**config.mk**
```make
export PLATFORM = sky130hd
export DESIGN_NAME = packet_deframer_crc16_flat
export DESIGN_NICKNAME = d
export VERILOG_FILES = /design/src/hdl/pd_pkg.sv /design/src/hdl/pd_in_if.sv /design/src/hdl/pd_out_if.sv /design/src/hdl/pd_crc_unit.sv /design/src/hdl/pd_frame_mem.sv /design/src/hdl/packet_deframer_crc16.sv /design/src/flat_wrapper.sv
export SDC_FILE = /design/constraint.sdc
export NUM_CORES = 1
export LEC_CHECK = 0
export BUFFER_PORTS_ARGS = -buffer_cell sky130_fd_sc_hd__buf_2
export CAP_MARGIN = 25
export CORE_ASPECT_RATIO = 1.75
export CORE_MARGIN = 4
export CORE_UTILIZATION = 60
export DETAILED_ROUTE_END_ITERATION = 7
export GPL_TIMING_DRIVEN = 1
export PLACE_DENSITY = 0.74
export SYNTH_ARGS = -nofsm -noshare
export SYNTH_HDL_FRONTEND = slang
export SYNTH_SLANG_ARGS = --single-unit
export TNS_END_PERCENT = 30
```
**constraint.sdc**
```tcl
create_clock -name clk -period 4.1 [get_ports clk]
set_input_delay 0.82 -clock clk [delete_from_list [all_inputs] [get_ports clk]]
set_output_delay 0.82 -clock clk [all_outputs]
set_load 0.02 [all_outputs]
```
**src/hdl/pd_pkg.sv**
```systemverilog
// ---------------------------------------------------------------------------
// pd_pkg
// Shared types, codes and constants of the packet deframer with CRC-16 check.
// ---------------------------------------------------------------------------
package pd_pkg;

  // Default sizes handed to the top level parameters.
  localparam int MAX_PAYLOAD_DEF = 28;
  localparam int NUM_TYPES_DEF   = 4;

  // Frame layout: type and length bytes ahead of the payload, two CRC bytes after it.
  localparam int HDR_BYTES = 2;
  localparam int OVERHEAD  = 4;

  // Bits folded into the CRC per received byte.
  localparam int CRC_BITS = 8;

  // Configuration port geometry.
  localparam int CFG_IW = 3;
  localparam int CFG_DW = 16;

  // Register reset values.
  localparam logic [15:0] CRC_POLY_RST = 16'h1021;
  localparam logic [15:0] CRC_INIT_RST = 16'hFFFF;
  localparam logic [3:0]  TYPE_MASK_RST = 4'hF;

  typedef enum logic [CFG_IW-1:0] {
    REG_LEN0 = 3'd0,
    REG_LEN1 = 3'd1,
    REG_LEN2 = 3'd2,
    REG_LEN3 = 3'd3,
    REG_POLY = 3'd4,
    REG_INIT = 3'd5,
    REG_MASK = 3'd6
  } cfg_idx_t;

  typedef enum logic [1:0] {
    EV_PAYLOAD      = 2'd0,
    EV_BAD_TYPE     = 2'd1,
    EV_LEN_MISMATCH = 2'd2,
    EV_CRC_FAIL     = 2'd3
  } ev_t;

  typedef enum logic [2:0] {
    ST_IDLE,
    ST_CRC,
    ST_CHECK,
    ST_EVENT,
    ST_READ,
    ST_EMIT
  } state_t;

  // Command to the shared CRC unit: start an eight step run from seed.
  typedef struct packed {
    logic        start;
    logic [15:0] seed;
  } crc_cmd_t;

  // Status of the shared CRC unit.
  typedef struct packed {
    logic        busy;
    logic [15:0] crc;
  } crc_sts_t;

endpackage

```
**src/hdl/pd_in_if.sv**
```systemverilog
// ---------------------------------------------------------------------------
// pd_in_if
// Received byte channel with valid/ready handshake.
// ---------------------------------------------------------------------------
interface pd_in_if;
  logic       valid;
  logic       ready;
  logic [7:0] rx_byte;

  modport source (output valid, output rx_byte, input ready);
  modport sink   (input valid, input rx_byte, output ready);
endinterface

```
**src/hdl/pd_out_if.sv**
```systemverilog
// ---------------------------------------------------------------------------
// pd_out_if
// Result channel of the deframer with valid/ready handshake.
// ---------------------------------------------------------------------------
interface pd_out_if;
  logic       valid;
  logic       ready;
  logic [1:0] event_res;
  logic [7:0] frame_type;
  logic [7:0] payload_byte;
  logic [5:0] byte_index;
  logic       last;

  modport source (output valid, output event_res, output frame_type, output payload_byte,
                  output byte_index, output last, input ready);
  modport sink   (input valid, input event_res, input frame_type, input payload_byte,
                  input byte_index, input last, output ready);
endinterface

```
**src/hdl/pd_crc_unit.sv**
```systemverilog
// ---------------------------------------------------------------------------
// pd_crc_unit
// Bit-serial CRC-16 engine: one polynomial step per clock, eight per byte.
// ---------------------------------------------------------------------------
module pd_crc_unit (
  input  logic               clk,
  input  logic               rst_n,
  input  pd_pkg::crc_cmd_t   cmd,
  input  logic [15:0]        poly,
  output pd_pkg::crc_sts_t   sts
);

  localparam int CW = $clog2(pd_pkg::CRC_BITS);

  logic [15:0]   crc_r, crc_nxt;
  logic [CW-1:0] cnt_r, cnt_nxt;
  logic          busy_r, busy_nxt;
  logic [15:0]   shifted;

  assign shifted = {crc_r[14:0], 1'b0};

  always_comb begin
    crc_nxt  = crc_r;
    cnt_nxt  = cnt_r;
    busy_nxt = busy_r;
    if (cmd.start) begin
      crc_nxt  = cmd.seed;
      cnt_nxt  = '0;
      busy_nxt = 1'b1;
    end else if (busy_r) begin
      crc_nxt = crc_r[15] ? (shifted ^ poly) : shifted;
      cnt_nxt = cnt_r + 1'b1;
      if (cnt_r == CW'(pd_pkg::CRC_BITS - 1)) begin
        busy_nxt = 1'b0;
        cnt_nxt  = '0;
      end
    end
  end

  always_ff @(posedge clk) begin
    if (!rst_n) begin
      crc_r  <= pd_pkg::CRC_INIT_RST;
      cnt_r  <= '0;
      busy_r <= 1'b0;
    end else begin
      crc_r  <= crc_nxt;
      cnt_r  <= cnt_nxt;
      busy_r <= busy_nxt;
    end
  end

  assign sts.busy = busy_r;
  assign sts.crc  = crc_r;

  // A new run is only requested once the previous one has finished.
  a_no_start_busy: assert property (@(posedge clk) disable iff (!rst_n)
    cmd.start |-> !busy_r) else $error("CRC start while busy");

  a_start_busy: assert property (@(posedge clk) disable iff (!rst_n)
    cmd.start |=> busy_r) else $error("CRC run did not begin");

  a_idle_count: assert property (@(posedge clk) disable iff (!rst_n)
    !busy_r |-> (cnt_r == '0)) else $error("CRC step count not cleared");

endmodule

```
**src/hdl/pd_frame_mem.sv**
```systemverilog
// ---------------------------------------------------------------------------
// pd_frame_mem
// Frame byte store: one write port, one registered read port.
// ---------------------------------------------------------------------------
module pd_frame_mem #(
  parameter int DEPTH = pd_pkg::MAX_PAYLOAD_DEF + pd_pkg::OVERHEAD
) (
  input  logic                     clk,
  input  logic                     we,
  input  logic [$clog2(DEPTH)-1:0] waddr,
  input  logic [7:0]               wdata,
  input  logic                     re,
  input  logic [$clog2(DEPTH)-1:0] raddr,
  output logic [7:0]               rdata
);

  logic [7:0] mem_r [DEPTH];
  logic [7:0] rdata_r;

  always_ff @(posedge clk) begin
    if (we) begin
      mem_r[waddr] <= wdata;
    end
  end

  always_ff @(posedge clk) begin
    if (re) begin
      rdata_r <= mem_r[raddr];
    end
  end

  assign rdata = rdata_r;

endmodule

```
**src/hdl/packet_deframer_crc16.sv**
```systemverilog
// ---------------------------------------------------------------------------
// packet_deframer_crc16
// Type/length/payload/CRC-16 deframer: checks each frame and emits payload.
// ---------------------------------------------------------------------------
// Each frame byte is accepted, folded in by eight steps of the shared bit-serial
// CRC unit, and the sequencer sees the unit finish before it takes the next byte.
// A byte dropped without opening a frame passes through the event state per beat.
// At frame end the check state follows, then each payload beat is a frame store
// read and then an output load, which waits while the output side stalls.
// Reset is synchronous and active low and restarts the frame; the store is not cleared.
module packet_deframer_crc16 #(
  parameter int MAX_PAYLOAD = pd_pkg::MAX_PAYLOAD_DEF,
  parameter int NUM_TYPES   = pd_pkg::NUM_TYPES_DEF
) (
  input  logic                      clk,
  input  logic                      rst_n,
  pd_in_if.sink                     in_bus,
  pd_out_if.source                  out_bus,
  input  logic                      cfg_we,
  input  logic [pd_pkg::CFG_IW-1:0] cfg_index,
  input  logic [pd_pkg::CFG_DW-1:0] cfg_wdata
);

  // The store holds a whole frame: header, payload and CRC bytes.
  localparam int STORE_DEPTH = MAX_PAYLOAD + pd_pkg::OVERHEAD;
  localparam int AW = $clog2(STORE_DEPTH);
  // Expected length and the incremented fill count can both reach the store depth.
  localparam int LW = $clog2(STORE_DEPTH + 1);

  // Configuration registers.
  logic [7:0]  len_r [4];
  logic [15:0] crc_poly_r;
  logic [15:0] crc_init_r;
  logic [3:0]  type_mask_r;

  // Sequencer and frame state.
  pd_pkg::state_t state_r, state_nxt;
  logic [LW-1:0]  fill_r, fill_nxt;
  logic [LW-1:0]  exp_r, exp_nxt;
  logic [7:0]     type_r, type_nxt;
  logic [7:0]     byte_r, byte_nxt;
  logic           check_pend_r, check_pend_nxt;
  logic           crc_pend_r, crc_pend_nxt;
  logic           ev2nd_r, ev2nd_nxt;
  pd_pkg::ev_t    ev_code_r, ev_code_nxt;
  logic [7:0]     ev_type_r, ev_type_nxt;
  logic           ev_last_r, ev_last_nxt;
  logic [5:0]     idx_r, idx_nxt;

  // Output register.
  logic           out_valid_r, out_valid_nxt;
  pd_pkg::ev_t    out_event_r, out_event_nxt;
  logic [7:0]     out_type_r, out_type_nxt;
  logic [7:0]     out_data_r, out_data_nxt;
  logic [5:0]     out_idx_r, out_idx_nxt;
  logic           out_last_r, out_last_nxt;

  // Shared CRC unit and frame store.
  pd_pkg::crc_cmd_t crc_cmd;
  pd_pkg::crc_sts_t crc_sts;
  logic             mem_we;
  logic [AW-1:0]    mem_waddr;
  logic             mem_re;
  logic [AW-1:0]    mem_raddr;
  logic [7:0]       mem_rdata;

  // Decode of the incoming byte.
  logic       in_fire;
  logic [7:0] rx;
  logic [7:0] sel_len;
  logic       type_ok;
  logic       len_match;
  logic       at_start;
  logic       at_length;
  logic       do_start;
  logic       do_event;
  logic       do_body;
  logic [LW-1:0] fill_inc;
  logic       frame_done;
  logic       out_free;
  logic       last_pay;
  logic       type_enabled;

  assign in_bus.ready = (state_r == pd_pkg::ST_IDLE);
  assign in_fire      = in_bus.valid && in_bus.ready;
  assign rx           = in_bus.rx_byte;

  // A type byte is good when it names a known type whose payload length is
  // between one and the maximum payload.
  assign sel_len   = len_r[rx[1:0]];
  assign type_ok   = (rx < 8'(NUM_TYPES)) && (sel_len != 8'd0) &&
                     (sel_len <= 8'(MAX_PAYLOAD));
  assign len_match = (rx == 8'(exp_r));
  assign at_start  = (fill_r == LW'(0));
  assign at_length = (fill_r == LW'(1));

  // Every accepted byte either starts a frame, drops something, or continues
  // the frame body. A length mismatch both drops the old type byte and may
  // start a new frame with the byte just received.
  assign do_start = in_fire && (at_start || (at_length && !len_match)) && type_ok;
  assign do_event = in_fire && ((at_start && !type_ok) || (at_length && !len_match));
  assign do_body  = in_fire && !at_start && !(at_length && !len_match);

  assign fill_inc   = fill_r + 1'b1;
  assign frame_done = (fill_inc >= exp_r);

  // The output register can take a beat when empty or being drained.
  assign out_free = !out_valid_r || out_bus.ready;

  // The final payload beat is the one whose index is the payload length less one.
  assign last_pay     = ((7'(idx_r) + 7'(pd_pkg::OVERHEAD + 1)) == 7'(exp_r));
  assign type_enabled = type_mask_r[type_r[1:0]];

  assign crc_cmd.start = do_start || do_body;
  assign crc_cmd.seed  = (do_start ? crc_init_r : crc_sts.crc) ^ {rx, 8'h00};

  assign mem_we    = do_body;
  assign mem_waddr = fill_r[AW-1:0];
  assign mem_re    = (state_r == pd_pkg::ST_READ);
  assign mem_raddr = AW'(7'(idx_r) + 7'(pd_pkg::HDR_BYTES));

  pd_crc_unit u_crc (
    .clk  (clk),
    .rst_n(rst_n),
    .cmd  (crc_cmd),
    .poly (crc_poly_r),
    .sts  (crc_sts)
  );

  pd_frame_mem #(
    .DEPTH(STORE_DEPTH)
  ) u_mem (
    .clk  (clk),
    .we   (mem_we),
    .waddr(mem_waddr),
    .wdata(rx),
    .re   (mem_re),
    .raddr(mem_raddr),
    .rdata(mem_rdata)
  );

  // Next state.
  always_comb begin
    state_nxt = state_r;
    case (state_r)
      pd_pkg::ST_IDLE: begin
        if (in_fire) begin
          state_nxt = do_event ? pd_pkg::ST_EVENT : pd_pkg::ST_CRC;
        end
      end
      pd_pkg::ST_CRC: begin
        if (!crc_sts.busy) begin
          state_nxt = check_pend_r ? pd_pkg::ST_CHECK : pd_pkg::ST_IDLE;
        end
      end
      pd_pkg::ST_CHECK: begin
        if (crc_sts.crc != 16'h0000) begin
          state_nxt = pd_pkg::ST_EVENT;
        end else if (type_enabled) begin
          state_nxt = pd_pkg::ST_READ;
        end else begin
          state_nxt = pd_pkg::ST_IDLE;
        end
      end
      pd_pkg::ST_EVENT: begin
        if (out_free) begin
          if (ev2nd_r) begin
            state_nxt = pd_pkg::ST_EVENT;
          end else if (crc_pend_r) begin
            state_nxt = pd_pkg::ST_CRC;
          end else begin
            state_nxt = pd_pkg::ST_IDLE;
          end
        end
      end
      pd_pkg::ST_READ: begin
        state_nxt = pd_pkg::ST_EMIT;
      end
      pd_pkg::ST_EMIT: begin
        if (out_free) begin
          state_nxt = last_pay ? pd_pkg::ST_IDLE : pd_pkg::ST_READ;
        end
      end
      default: begin
        state_nxt = pd_pkg::ST_IDLE;
      end
    endcase
  end

  // Datapath and output register updates.
  always_comb begin
    fill_nxt       = fill_r;
    exp_nxt        = exp_r;
    type_nxt       = type_r;
    byte_nxt       = byte_r;
    check_pend_nxt = check_pend_r;
    crc_pend_nxt   = crc_pend_r;
    ev2nd_nxt      = ev2nd_r;
    ev_code_nxt    = ev_code_r;
    ev_type_nxt    = ev_type_r;
    ev_last_nxt    = ev_last_r;
    idx_nxt        = idx_r;
    out_valid_nxt  = out_bus.ready ? 1'b0 : out_valid_r;
    out_event_nxt  = out_event_r;
    out_type_nxt   = out_type_r;
    out_data_nxt   = out_data_r;
    out_idx_nxt    = out_idx_r;
    out_last_nxt   = out_last_r;

    case (state_r)
      pd_pkg::ST_IDLE: begin
        if (in_fire) begin
          byte_nxt       = rx;
          check_pend_nxt = 1'b0;
          crc_pend_nxt   = do_start;
          ev2nd_nxt      = 1'b0;
          if (do_start) begin
            type_nxt = rx;
            exp_nxt  = LW'(sel_len) + LW'(pd_pkg::OVERHEAD);
            fill_nxt = LW'(1);
          end
          if (do_event) begin
            if (at_start) begin
              // Bad type at frame start: drop the byte.
              ev_code_nxt = pd_pkg::EV_BAD_TYPE;
              ev_type_nxt = rx;
              ev_last_nxt = 1'b1;
              fill_nxt    = LW'(0);
            end else begin
              // Length mismatch: drop the old type byte; the byte just
              // received is retried as a type, and if it is bad too a
              // second event follows.
              ev_code_nxt = pd_pkg::EV_LEN_MISMATCH;
              ev_type_nxt = type_r;
              ev_last_nxt = type_ok;
              ev2nd_nxt   = !type_ok;
              if (!type_ok) begin
                fill_nxt = LW'(0);
              end
            end
          end
          if (do_body) begin
            fill_nxt       = frame_done ? LW'(0) : fill_inc;
            check_pend_nxt = frame_done;
          end
        end
      end
      pd_pkg::ST_CHECK: begin
        if (crc_sts.crc != 16'h0000) begin
          ev_code_nxt  = pd_pkg::EV_CRC_FAIL;
          ev_type_nxt  = type_r;
          ev_last_nxt  = 1'b1;
          ev2nd_nxt    = 1'b0;
          crc_pend_nxt = 1'b0;
        end
        idx_nxt = '0;
      end
      pd_pkg::ST_EVENT: begin
        if (out_free) begin
          out_valid_nxt = 1'b1;
          out_event_nxt = ev_code_r;
          out_type_nxt  = ev_type_r;
          out_data_nxt  = 8'h00;
          out_idx_nxt   = '0;
          out_last_nxt  = ev_last_r;
          if (ev2nd_r) begin
            ev_code_nxt = pd_pkg::EV_BAD_TYPE;
            ev_type_nxt = byte_r;
            ev_last_nxt = 1'b1;
            ev2nd_nxt   = 1'b0;
          end
        end
      end
      pd_pkg::ST_EMIT: begin
        if (out_free) begin
          out_valid_nxt = 1'b1;
          out_event_nxt = pd_pkg::EV_PAYLOAD;
          out_type_nxt  = type_r;
          out_data_nxt  = mem_rdata;
          out_idx_nxt   = idx_r;
          out_last_nxt  = last_pay;
          idx_nxt       = idx_r + 1'b1;
        end
      end
      default: begin
      end
    endcase
  end

  always_ff @(posedge clk) begin
    if (!rst_n) begin
      state_r      <= pd_pkg::ST_IDLE;
      fill_r       <= '0;
      exp_r        <= '0;
      check_pend_r <= 1'b0;
      crc_pend_r   <= 1'b0;
      ev2nd_r      <= 1'b0;
      out_valid_r  <= 1'b0;
    end else begin
      state_r      <= state_nxt;
      fill_r       <= fill_nxt;
      exp_r        <= exp_nxt;
      check_pend_r <= check_pend_nxt;
      crc_pend_r   <= crc_pend_nxt;
      ev2nd_r      <= ev2nd_nxt;
      out_valid_r  <= out_valid_nxt;
    end
  end

  // Payload registers carry no reset.
  always_ff @(posedge clk) begin
    type_r      <= type_nxt;
    byte_r      <= byte_nxt;
    ev_code_r   <= ev_code_nxt;
    ev_type_r   <= ev_type_nxt;
    ev_last_r   <= ev_last_nxt;
    idx_r       <= idx_nxt;
    out_event_r <= out_event_nxt;
    out_type_r  <= out_type_nxt;
    out_data_r  <= out_data_nxt;
    out_idx_r   <= out_idx_nxt;
    out_last_r  <= out_last_nxt;
  end

  // Configuration registers; writes to an unused index are ignored.
  always_ff @(posedge clk) begin
    if (!rst_n) begin
      len_r[0]    <= 8'd0;
      len_r[1]    <= 8'd0;
      len_r[2]    <= 8'd0;
      len_r[3]    <= 8'd0;
      crc_poly_r  <= pd_pkg::CRC_POLY_RST;
      crc_init_r  <= pd_pkg::CRC_INIT_RST;
      type_mask_r <= pd_pkg::TYPE_MASK_RST;
    end else if (cfg_we) begin
      case (pd_pkg::cfg_idx_t'(cfg_index))
        pd_pkg::REG_LEN0: len_r[0]    <= cfg_wdata[7:0];
        pd_pkg::REG_LEN1: len_r[1]    <= cfg_wdata[7:0];
        pd_pkg::REG_LEN2: len_r[2]    <= cfg_wdata[7:0];
        pd_pkg::REG_LEN3: len_r[3]    <= cfg_wdata[7:0];
        pd_pkg::REG_POLY: crc_poly_r  <= cfg_wdata;
        pd_pkg::REG_INIT: crc_init_r  <= cfg_wdata;
        pd_pkg::REG_MASK: type_mask_r <= cfg_wdata[3:0];
        default: begin
        end
      endcase
    end
  end

  assign out_bus.valid        = out_valid_r;
  assign out_bus.event_res    = out_event_r;
  assign out_bus.frame_type   = out_type_r;
  assign out_bus.payload_byte = out_data_r;
  assign out_bus.byte_index   = out_idx_r;
  assign out_bus.last         = out_last_r;

  // While a frame is open, the bytes held stay below the expected length.
  a_fill_bound: assert property (@(posedge clk) disable iff (!rst_n)
    (fill_r != LW'(0)) |-> (fill_r < exp_r)) else $error("fill count past frame length");

  // The CRC unit has always finished by the time a new byte can be taken.
  a_crc_idle: assert property (@(posedge clk) disable iff (!rst_n)
    (state_r == pd_pkg::ST_IDLE) |-> !crc_sts.busy) else $error("CRC busy while idle");

  // Payload beats never index past the largest payload.
  a_index_bound: assert property (@(posedge clk) disable iff (!rst_n)
    (out_valid_r && (out_event_r == pd_pkg::EV_PAYLOAD)) |->
      (7'(out_idx_r) < 7'(MAX_PAYLOAD))) else $error("payload index out of range");

  // The frame check only follows a finished CRC run.
  a_check_after_crc: assert property (@(posedge clk) disable iff (!rst_n)
    (state_r == pd_pkg::ST_CHECK) |-> ($past(state_r) == pd_pkg::ST_CRC) && !crc_sts.busy)
    else $error("frame check without finished CRC");

endmodule

```
**src/flat_wrapper.sv**
```systemverilog
// flat-port wrapper written by rule: the top's interface ports become plain ports
module packet_deframer_crc16_flat 
#(
  parameter int MAX_PAYLOAD = pd_pkg::MAX_PAYLOAD_DEF,
  parameter int NUM_TYPES   = pd_pkg::NUM_TYPES_DEF
)
  (clk, rst_n, cfg_we, cfg_index, cfg_wdata, in_bus_valid, in_bus_rx_byte, in_bus_ready, out_bus_valid, out_bus_event_res, out_bus_frame_type, out_bus_payload_byte, out_bus_byte_index, out_bus_last, out_bus_ready);
  pd_in_if in_bus_i ();
  pd_out_if out_bus_i ();
  input  logic clk;
  input  logic rst_n;
  input  logic cfg_we;
  input  logic [pd_pkg::CFG_IW-1:0] cfg_index;
  input  logic [pd_pkg::CFG_DW-1:0] cfg_wdata;
  input wire logic [$bits(in_bus_i.valid)-1:0] in_bus_valid;
  input wire logic [$bits(in_bus_i.rx_byte)-1:0] in_bus_rx_byte;
  output wire logic [$bits(in_bus_i.ready)-1:0] in_bus_ready;
  output wire logic [$bits(out_bus_i.valid)-1:0] out_bus_valid;
  output wire logic [$bits(out_bus_i.event_res)-1:0] out_bus_event_res;
  output wire logic [$bits(out_bus_i.frame_type)-1:0] out_bus_frame_type;
  output wire logic [$bits(out_bus_i.payload_byte)-1:0] out_bus_payload_byte;
  output wire logic [$bits(out_bus_i.byte_index)-1:0] out_bus_byte_index;
  output wire logic [$bits(out_bus_i.last)-1:0] out_bus_last;
  input wire logic [$bits(out_bus_i.ready)-1:0] out_bus_ready;
  assign in_bus_i.valid = in_bus_valid;
  assign in_bus_i.rx_byte = in_bus_rx_byte;
  assign in_bus_ready = in_bus_i.ready;
  assign out_bus_valid = out_bus_i.valid;
  assign out_bus_event_res = out_bus_i.event_res;
  assign out_bus_frame_type = out_bus_i.frame_type;
  assign out_bus_payload_byte = out_bus_i.payload_byte;
  assign out_bus_byte_index = out_bus_i.byte_index;
  assign out_bus_last = out_bus_i.last;
  assign out_bus_i.ready = out_bus_ready;
  packet_deframer_crc16 #(.MAX_PAYLOAD(MAX_PAYLOAD), .NUM_TYPES(NUM_TYPES)) u_core (.clk(clk), .rst_n(rst_n), .in_bus(in_bus_i), .out_bus(out_bus_i), .cfg_we(cfg_we), .cfg_index(cfg_index), .cfg_wdata(cfg_wdata));
endmodule
```
== After elaboration in Yosys (flattened, before gate mapping) ==
Memories as Yosys holds them, arrays and structs flattened. A register that Yosys moved wholly into a read port is not among the register bits.
Cells that the tools add are included.
Operators by class
  reduce and logical (&&, ||, !) cells: 42
  bitwise gates (word level): 7
  multiplexer cells: 101
  add/sub/neg operators: 6
  eq/ne operators: 22
  $lt $le $gt $ge: 4
Operator list (count)
  $mux 8: 14
  $mux 16: 4
  $mux 6: 9
  $mux 1: 42
  $pmux 8 s2: 2
  $xor 16x16->16: 2
  $mux 3: 9
  $pmux 6 s2: 2
  $pmux 8 s3: 1
  $mux 2: 10
  $eq 3x3->1 const B: 6
  $pmux 3 s6: 1
  $reduce_bool 16->1: 1
  $add 6x1->6 const B: 2
  $eq 3x2->1 const B: 4
  $logic_and 1x1->1: 10
  $reduce_and 2->1: 5
  $reduce_and 3->1: 3
  $eq 8x6->1: 1
  $le 8x5->1 const B: 1
  $lt 8x3->1 const B: 1
  $ne 2x1->1 const B: 4
  $reduce_and 4->1: 2
  $reduce_bool 2->1: 4
  other kinds (25): 42
Storage, ports and cells
  word-level logic and storage cells: 208
  output and inout bits: 27
  memories: 2
  register bits after elaboration: 133
  memory bits (writable): 288
Memories
  u_core.u_mem.mem_r: words 32, bits a word 8, rd ports 1, clocked after Yosys merged registers in 1, write ports 1, RTL line pd_frame_mem.sv:17  | logic [7:0] mem_r [DEPTH];
  u_core.len_r: words 4, bits a word 8, rd ports 1, clocked after Yosys merged registers in 0, write ports 4, RTL line packet_deframer_crc16.sv:31  | logic [7:0] len_r [4];

== Logic depth before layout (Yosys ltp) ==
  depth after elaboration: 11
  mapped depth: 11
  gate-level depth less buffers: 10

== Hierarchy ==
From an unflattened synthesis, not the netlist that was laid out.
Unflattened totals
  cell total of the unflattened synthesis: 1214
  area total of the unflattened synthesis: 18559.0 um^2
Modules (own cells, without submodules)
  pd_frame_mem: cells an instance 417, times used 1, seq. area each 7927.6 um^2, area an instance 10133.5 um^2
  packet_deframer_crc16: cells an instance 656, times used 1, seq. area each 3803.6 um^2, area an instance 6993.0 um^2
  pd_crc_unit: cells an instance 141, times used 1, seq. area each 400.4 um^2, area an instance 1432.6 um^2

== Worst setup path before layout ==
OpenSTA, ideal clock, no wires.
  path type: input-to-reg
  start point: in in_bus_rx_byte[0]
  end point: reg u_core.ev_code_r[0] (enable)
  path slack: 0.462 ns
  buffers on the path: 1
  data arrival time: 3.241 ns
  stages on the path: 8
  cells stage by stage: buf_6 > mux4_1 > inv_1 > ha_1 > nor4b_1 > nand4b_1 > a31oi_1 > a211oi_1
On the way
  cells in the longest elaborated chain, start to end: 10
  elaborated cells on any way between the ends: 15
  those cells by class: order compare: 2; eq/ne: 2; reduce/logical: 10; memory: 1
Ends and longest elaborated chain
  from (decl): RTL line flat_wrapper.sv:16  | input wire logic [$bits(in_bus_i.rx_byte)-1:0] in_bus_rx_byte;
  parallel branches: the longest is 6 deep, another holds $mem_v2 4x8
  $logic_or 1x1->1 *: RTL line packet_deframer_crc16.sv:101  | assign do_event = in_fire && ((at_start && !type_ok) || (at_length && !len_match));
  $logic_and 1x1->1 *: RTL line packet_deframer_crc16.sv:101
  $ne 2x2->1 (no line) *
  $reduce_and 6->1 (no line) *
  to (signal assigned): RTL line packet_deframer_crc16.sv:314  | ev_code_r <= ev_code_nxt;
  to (decl): RTL line packet_deframer_crc16.sv:45  | pd_pkg::ev_t ev_code_r, ev_code_nxt;
Every way passes the cells marked *.
A chain may end at the register's enable or synchronous reset.

== Worst setup path in the final report ==
  start point: in in_bus_rx_byte[0]
  end point: reg u_core.u_crc.crc_r[9]
On the way
  cells in the longest elaborated chain, start to end: 9
  elaborated cells on any way between the ends: 19
  those cells by class: order compare: 2; eq/ne: 1; mux: 2; bitwise: 1; reduce/logical: 12; memory: 1
Ends and longest elaborated chain
  parallel branches: the longest is 9 deep, another holds $mem_v2 4x8
  to (signal assigned): RTL line pd_crc_unit.sv:42  | crc_r <= pd_pkg::CRC_INIT_RST;
  to (signal assigned): RTL line pd_crc_unit.sv:46  | crc_r <= crc_nxt;
  to (decl): RTL line pd_crc_unit.sv:15  | logic [15:0] crc_r, crc_nxt;
Several ways; the timed one is not identified.

==> qor.txt <==
RUN STATUS
-------------------------------------------------------------------------------------
Run status ............................................................. complete, no violations

GLOBAL ROUTING
-------------------------------------------------------------------------------------
Largest net degree at the start of global routing ......................           55
Number of antenna violations at the first check in global routing ......            0
Global-route total usage across every layer ............................        24.8%
Global-route wire length before repair .................................     61900 µm
Leftover overflow at the end of global routing .........................            0
Vias in the first global route .........................................        10500

SYNTH
-------------------------------------------------------------------------------------
Most common flop cell mapped by yosys .................................. sky130_fd_sc_hd__edfxtp_1
Count of state elements after synthesis ................................          429
Count of unique library cells instantiated by Yosys ....................           66
Share of synthesized area occupied by flip-flops and latches ...........        67.3%
Top cells by area in the synthesized netlist ........................... sky130_fd_sc_hd__edfxtp_1 59%, sky130_fd_sc_hd__mux4_2 11%, sky130_fd_sc_hd__dfxtp_1 8.3%
Most area-hungry cell type in the Yosys netlist ........................ sky130_fd_sc_hd__edfxtp_1
Number of enable-type register cells in the synthesized netlist ........          354
Proportion of netlist area held by the largest area contributor ........        58.9%
Yosys warns ............................................................            0
Cells after synthesis ..................................................         1203
Synthesized area .......................................................   0.0180 mm²
Net count after synthesis ..............................................         1252
Post-synthesis area per instance .......................................     15.0 µm²
Async S/R FF share, synth ..............................................           0%

POWER
-------------------------------------------------------------------------------------
Clock group share of total power .......................................        38.1%
Peak supply drop .......................................................   0.000359 V
Switching power of the nets ............................................      1990 µW
Share of total power in sequential cells ...............................        54.1%
Switching part of the total ............................................        22.2%
Leakage power ..........................................................   0.00702 µW
Fraction of power consumed by combinational cells ......................         7.8%
Cell internal pwr ......................................................      7000 µW
Power density cells ....................................................   446 mW/mm²
Final Power ............................................................      9000 µW

WORST SETUP PATH
-------------------------------------------------------------------------------------
Peak fanout along the critical path ....................................           33
Beginning of the worst register-to-register path ....................... u_core.idx_r[0]
Worst path buffer plus inverter count ..................................            3
Crit path largest cell delay ...........................................      0.54 ns
Worst-path cell chain .................................................. buf_2 > buf_4 > mux4_2 > nor4_2 > and4b_1 > nand3_4 > inv_6 > nor2_4 > a221o_1
Data required, critical path ...........................................      4.52 ns
Kind of critical path .................................................. input pin to flip-flop
Worst R2R Setup Slack ..................................................      1.35 ns
Crit path max-delay family ............................................. simple AND/OR/NAND/NOR gates
Endpoint arrival time on the critical path .............................      3.44 ns
Destination of the worst register-to-register timing path .............. u_core.u_mem.rdata[2]
Startpoint type of the worst setup path ................................    input pin
Cell with the largest stage delay on the worst path .................... sky130_fd_sc_hd__mux4_2
Endpoint class of the critical path ....................................    flip-flop
Depth of the worst register-to-register path ...........................            4

ROUTE
-------------------------------------------------------------------------------------
Via density per instance ...............................................         5.96
Iteration-0 DRC Markers ................................................          721
Residual DRC ...........................................................            0
ANT nets after route ...................................................            0
Total Routed Length ....................................................     40000 µm
Number of vias in the routed layout ....................................        10200
First drt pass iteration count .........................................            5
Routed length per instance .............................................      23.4 µm

FLOW RUN
-------------------------------------------------------------------------------------
Maximum capacitance violations .........................................            0

TIMING
-------------------------------------------------------------------------------------
RSZ-0062 raised after global routing ...................................        false
Slew at the pin closest to its max-slew limit ..........................     0.859 ns
Clock period minus final worst setup slack .............................      3.02 ns
Max Clock Skew .........................................................    0.0240 ns
Number of pins exceeding their max-slew limit in the final report ......            0
Final total negative setup slack .......................................         0 ns
Share of the clock period used by the worst path after layout ..........        73.5%
Headroom to the max-slew limit .........................................        42.5%
Final count of negative-setup-slack endpoints ..........................            0
Peak Freq ..............................................................      332 MHz
Count of endpoints failing hold in the final timing report .............            0

CELLS AND AREA
-------------------------------------------------------------------------------------
Antenna diodes .........................................................            0
Fraction of layout cells with a size suffix above 1 ....................        21.5%
Growth of design area from synthesis to finish .........................        11.9%
Number of filler instances in the final layout .........................         2023
Final non-filler cell total ............................................         1707
Fin nets ...............................................................         1348

DIE
-------------------------------------------------------------------------------------
Starting utilization of the core area ..................................        61.2%
Core Footprint .........................................................   0.0295 mm²
Vert. Die Dim ..........................................................       237 µm
Count of boundary I/O pins .............................................           59
Floorplan die area .....................................................   0.0330 mm²
Die span in x ..........................................................       139 µm
Total number of placement rows .........................................           83

PLACE
-------------------------------------------------------------------------------------
Placed wire-length estimate after detailed placement ...................     28000 µm
Final Wtd Congestion ...................................................        0.843
Cell count after placement .............................................         1641
Port buffer count ......................................................           58

CLOCK NETWORK
-------------------------------------------------------------------------------------
CTS Hold Bufs ..........................................................            0
Count of buffers added by post-CTS timing repair for setup .............            0
Total of cells resized after clock tree synthesis ......................            0
Sink count of the clock tree ...........................................          429
Clock-pin slew of the registers on the worst-case setup and hold paths .      0.07 ns
H-tree levels ..........................................................            2
Maximum clock path buffer count ........................................            3
Worst-skew pair later-pin latency ......................................      0.55 ns
Clock tree from TritonCTS ..............................................          yes
Clock tree root buffer cell ............................................ sky130_fd_sc_hd__clkbuf_16
CTS Buf Count ..........................................................           37

HOLD PATH
-------------------------------------------------------------------------------------
Min-delay src .......................................................... u_core.crc_poly_r[14]
Worst Hold Endpoint .................................................... u_core.crc_poly_r[14]
Hold/Removal Path Class ................................................ flip-flop to flip-flop
Cell depth of the worst min-delay path .................................            2

[power groups by stage]
stage               Combinational, µW  Clock (µW)  Sequential, µW
finish                            705        3430            4870
CTS                               714        3480            4870
floorplan                         445           0            4950
global route                      764        3650            4870
global placement                  699           0            4960
detailed placement                711           0            4960
[worst min-delay path, stage by stage (launching register included)]
cell,delay (ns)
sky130_fd_sc_hd__dfxtp_1,0.31
sky130_fd_sc_hd__nand2_1,0.05
sky130_fd_sc_hd__a21boi_0,0.06
[cells in the final DEF (no fill, tap or decap), types with 4 or more instances in the layout]
| cell | n |
|---|---|
| sky130_fd_sc_hd__a21o_1 | 5 |
| sky130_fd_sc_hd__a21oi_1 | 17 |
| sky130_fd_sc_hd__o31ai_1 | 8 |
| sky130_fd_sc_hd__inv_1 | 19 |
| sky130_fd_sc_hd__mux2_2 | 8 |
| sky130_fd_sc_hd__nand2b_1 | 6 |
| sky130_fd_sc_hd__nand3_1 | 36 |
| sky130_fd_sc_hd__nor4_1 | 4 |
| sky130_fd_sc_hd__nor2_1 | 77 |
| sky130_fd_sc_hd__clkbuf_16 | 37 |
| sky130_fd_sc_hd__and3_1 | 19 |
| sky130_fd_sc_hd__dfxtp_1 | 75 |
| sky130_fd_sc_hd__nand2_1 | 171 |
| sky130_fd_sc_hd__mux2i_1 | 14 |
| sky130_fd_sc_hd__o211ai_1 | 9 |
| sky130_fd_sc_hd__buf_4 | 64 |
| sky130_fd_sc_hd__edfxtp_1 | 354 |
| sky130_fd_sc_hd__nand4_1 | 7 |
| sky130_fd_sc_hd__nor2b_1 | 5 |
| sky130_fd_sc_hd__ha_1 | 17 |
| sky130_fd_sc_hd__clkbuf_1 | 6 |
| sky130_fd_sc_hd__xnor2_1 | 37 |
| sky130_fd_sc_hd__clkinv_2 | 6 |
| sky130_fd_sc_hd__o21ai_0 | 13 |
| sky130_fd_sc_hd__and2_1 | 40 |
| sky130_fd_sc_hd__nor3_1 | 7 |
| sky130_fd_sc_hd__xor2_1 | 19 |
| sky130_fd_sc_hd__mux4_2 | 86 |
| sky130_fd_sc_hd__a21boi_1 | 4 |
| sky130_fd_sc_hd__buf_2 | 59 |
| sky130_fd_sc_hd__a22oi_1 | 10 |
| sky130_fd_sc_hd__a21boi_0 | 16 |
| sky130_fd_sc_hd__clkinv_1 | 5 |
[worst max-delay path by stage]
stage	end	slack, ns	cells after the start	start
floorplan	u_core.ev_code_r[0]	0.46	8	in_bus_rx_byte[0]
global placement	u_core.u_crc.crc_r[15]	0.56	9	in_bus_rx_byte[0]
detailed placement	u_core.u_crc.crc_r[9]	0.49	9	in_bus_rx_byte[0]
CTS	u_core.u_crc.crc_r[15]	1.06	9	in_bus_rx_byte[0]
global route	u_core.u_crc.crc_r[15]	0.93	9	in_bus_rx_byte[0]
finish	u_core.u_crc.crc_r[9]	1.08	9	in_bus_rx_byte[0]
[cell usage after synthesis (13+ instances only)]
| library cell | n |
|---|---|
| sky130_fd_sc_hd__ha_1 | 17 |
| sky130_fd_sc_hd__nand3_1 | 36 |
| sky130_fd_sc_hd__nor2_1 | 78 |
| sky130_fd_sc_hd__dfxtp_1 | 75 |
| sky130_fd_sc_hd__a21oi_1 | 17 |
| sky130_fd_sc_hd__clkbuf_1 | 51 |
| sky130_fd_sc_hd__and2_1 | 40 |
| sky130_fd_sc_hd__mux2i_1 | 14 |
| sky130_fd_sc_hd__nand2_1 | 171 |
| sky130_fd_sc_hd__xnor2_1 | 37 |
| sky130_fd_sc_hd__mux4_2 | 86 |
| sky130_fd_sc_hd__edfxtp_1 | 354 |
| sky130_fd_sc_hd__o21ai_0 | 13 |
| sky130_fd_sc_hd__inv_1 | 19 |
| sky130_fd_sc_hd__xor2_1 | 19 |
| sky130_fd_sc_hd__a21boi_0 | 16 |
| sky130_fd_sc_hd__and3_1 | 19 |
[per-layer routing]
layer  vias to the layer above  part of all wire, %  track usage (%)
met2                       313                   56             45.8
met5                         -                    0                0
met4                         0                  6.0             13.6
met3                       101                  4.8             3.48
li1                       4701                    -                -
met1                      5054                   33             27.2
[stage by stage]
stage	setup WS (ns)	hold WS [ns]	utilization [%]	instance area [µm²]
2_1_floorplan	0.462	0.433	-	18000
3_3_place_gp	0.561	0.448	64.4	19000
3_5_place_dp	0.489	0.452	64.5	19000
4_1_cts	1.06	0.466	68.4	20200
5_1_grt	0.930	0.485	68.4	20200
6_report	1.08	0.463	68.4	20200
[area by class of cell]
type | count | area, µm² | area share [%]
multi-input cells | 687 | 5550 | 27.5
clock inverters | 18 | 171 | 0.849
clock buffers | 47 | 995 | 4.93
inverters | 21 | 83.8 | 0.415
repair buffers | 123 | 776 | 3.84
flip-flops and latches | 429 | 12100 | 60.1
well taps | 382 | 478 | 2.37
[kinds of logic after synthesis]
group           count (synthesis)  share of synthesized area, %
flops                         429                          67.3
simple gates                  396                          10.3
buf+inv                        87                          1.99
compound gates                108                          4.21
mux                           110                          12.3
xor+xnor                       56                          2.72
fa+ha+maj                      17                          1.18
[sequential cells by signal, indices dropped and copies added (netlist names), 3 cells and up]
| name | cells |
|---|---|
| u_core.out_bus.frame_type | 8 |
| u_core.out_bus.byte_index | 6 |
| u_core.exp_r | 6 |
| u_core.crc_init_r | 16 |
| u_core.len_r | 32 |
| u_core.u_crc.crc_r | 16 |
| u_core.u_mem.rdata | 8 |
| u_core.idx_r | 6 |
| u_core.u_mem.mem_r | 256 |
| u_core.u_crc.cnt_r | 3 |
| u_core.type_mask_r | 4 |
| u_core.state_r | 3 |
| u_core.fill_r | 6 |
| u_core.out_bus.payload_byte | 8 |
| u_core.type_r | 8 |
| u_core.ev_type_r | 8 |
| u_core.crc_poly_r | 16 |
| u_core.byte_r | 8 |
No activity file was read; power rests on OpenSTA's default activity.
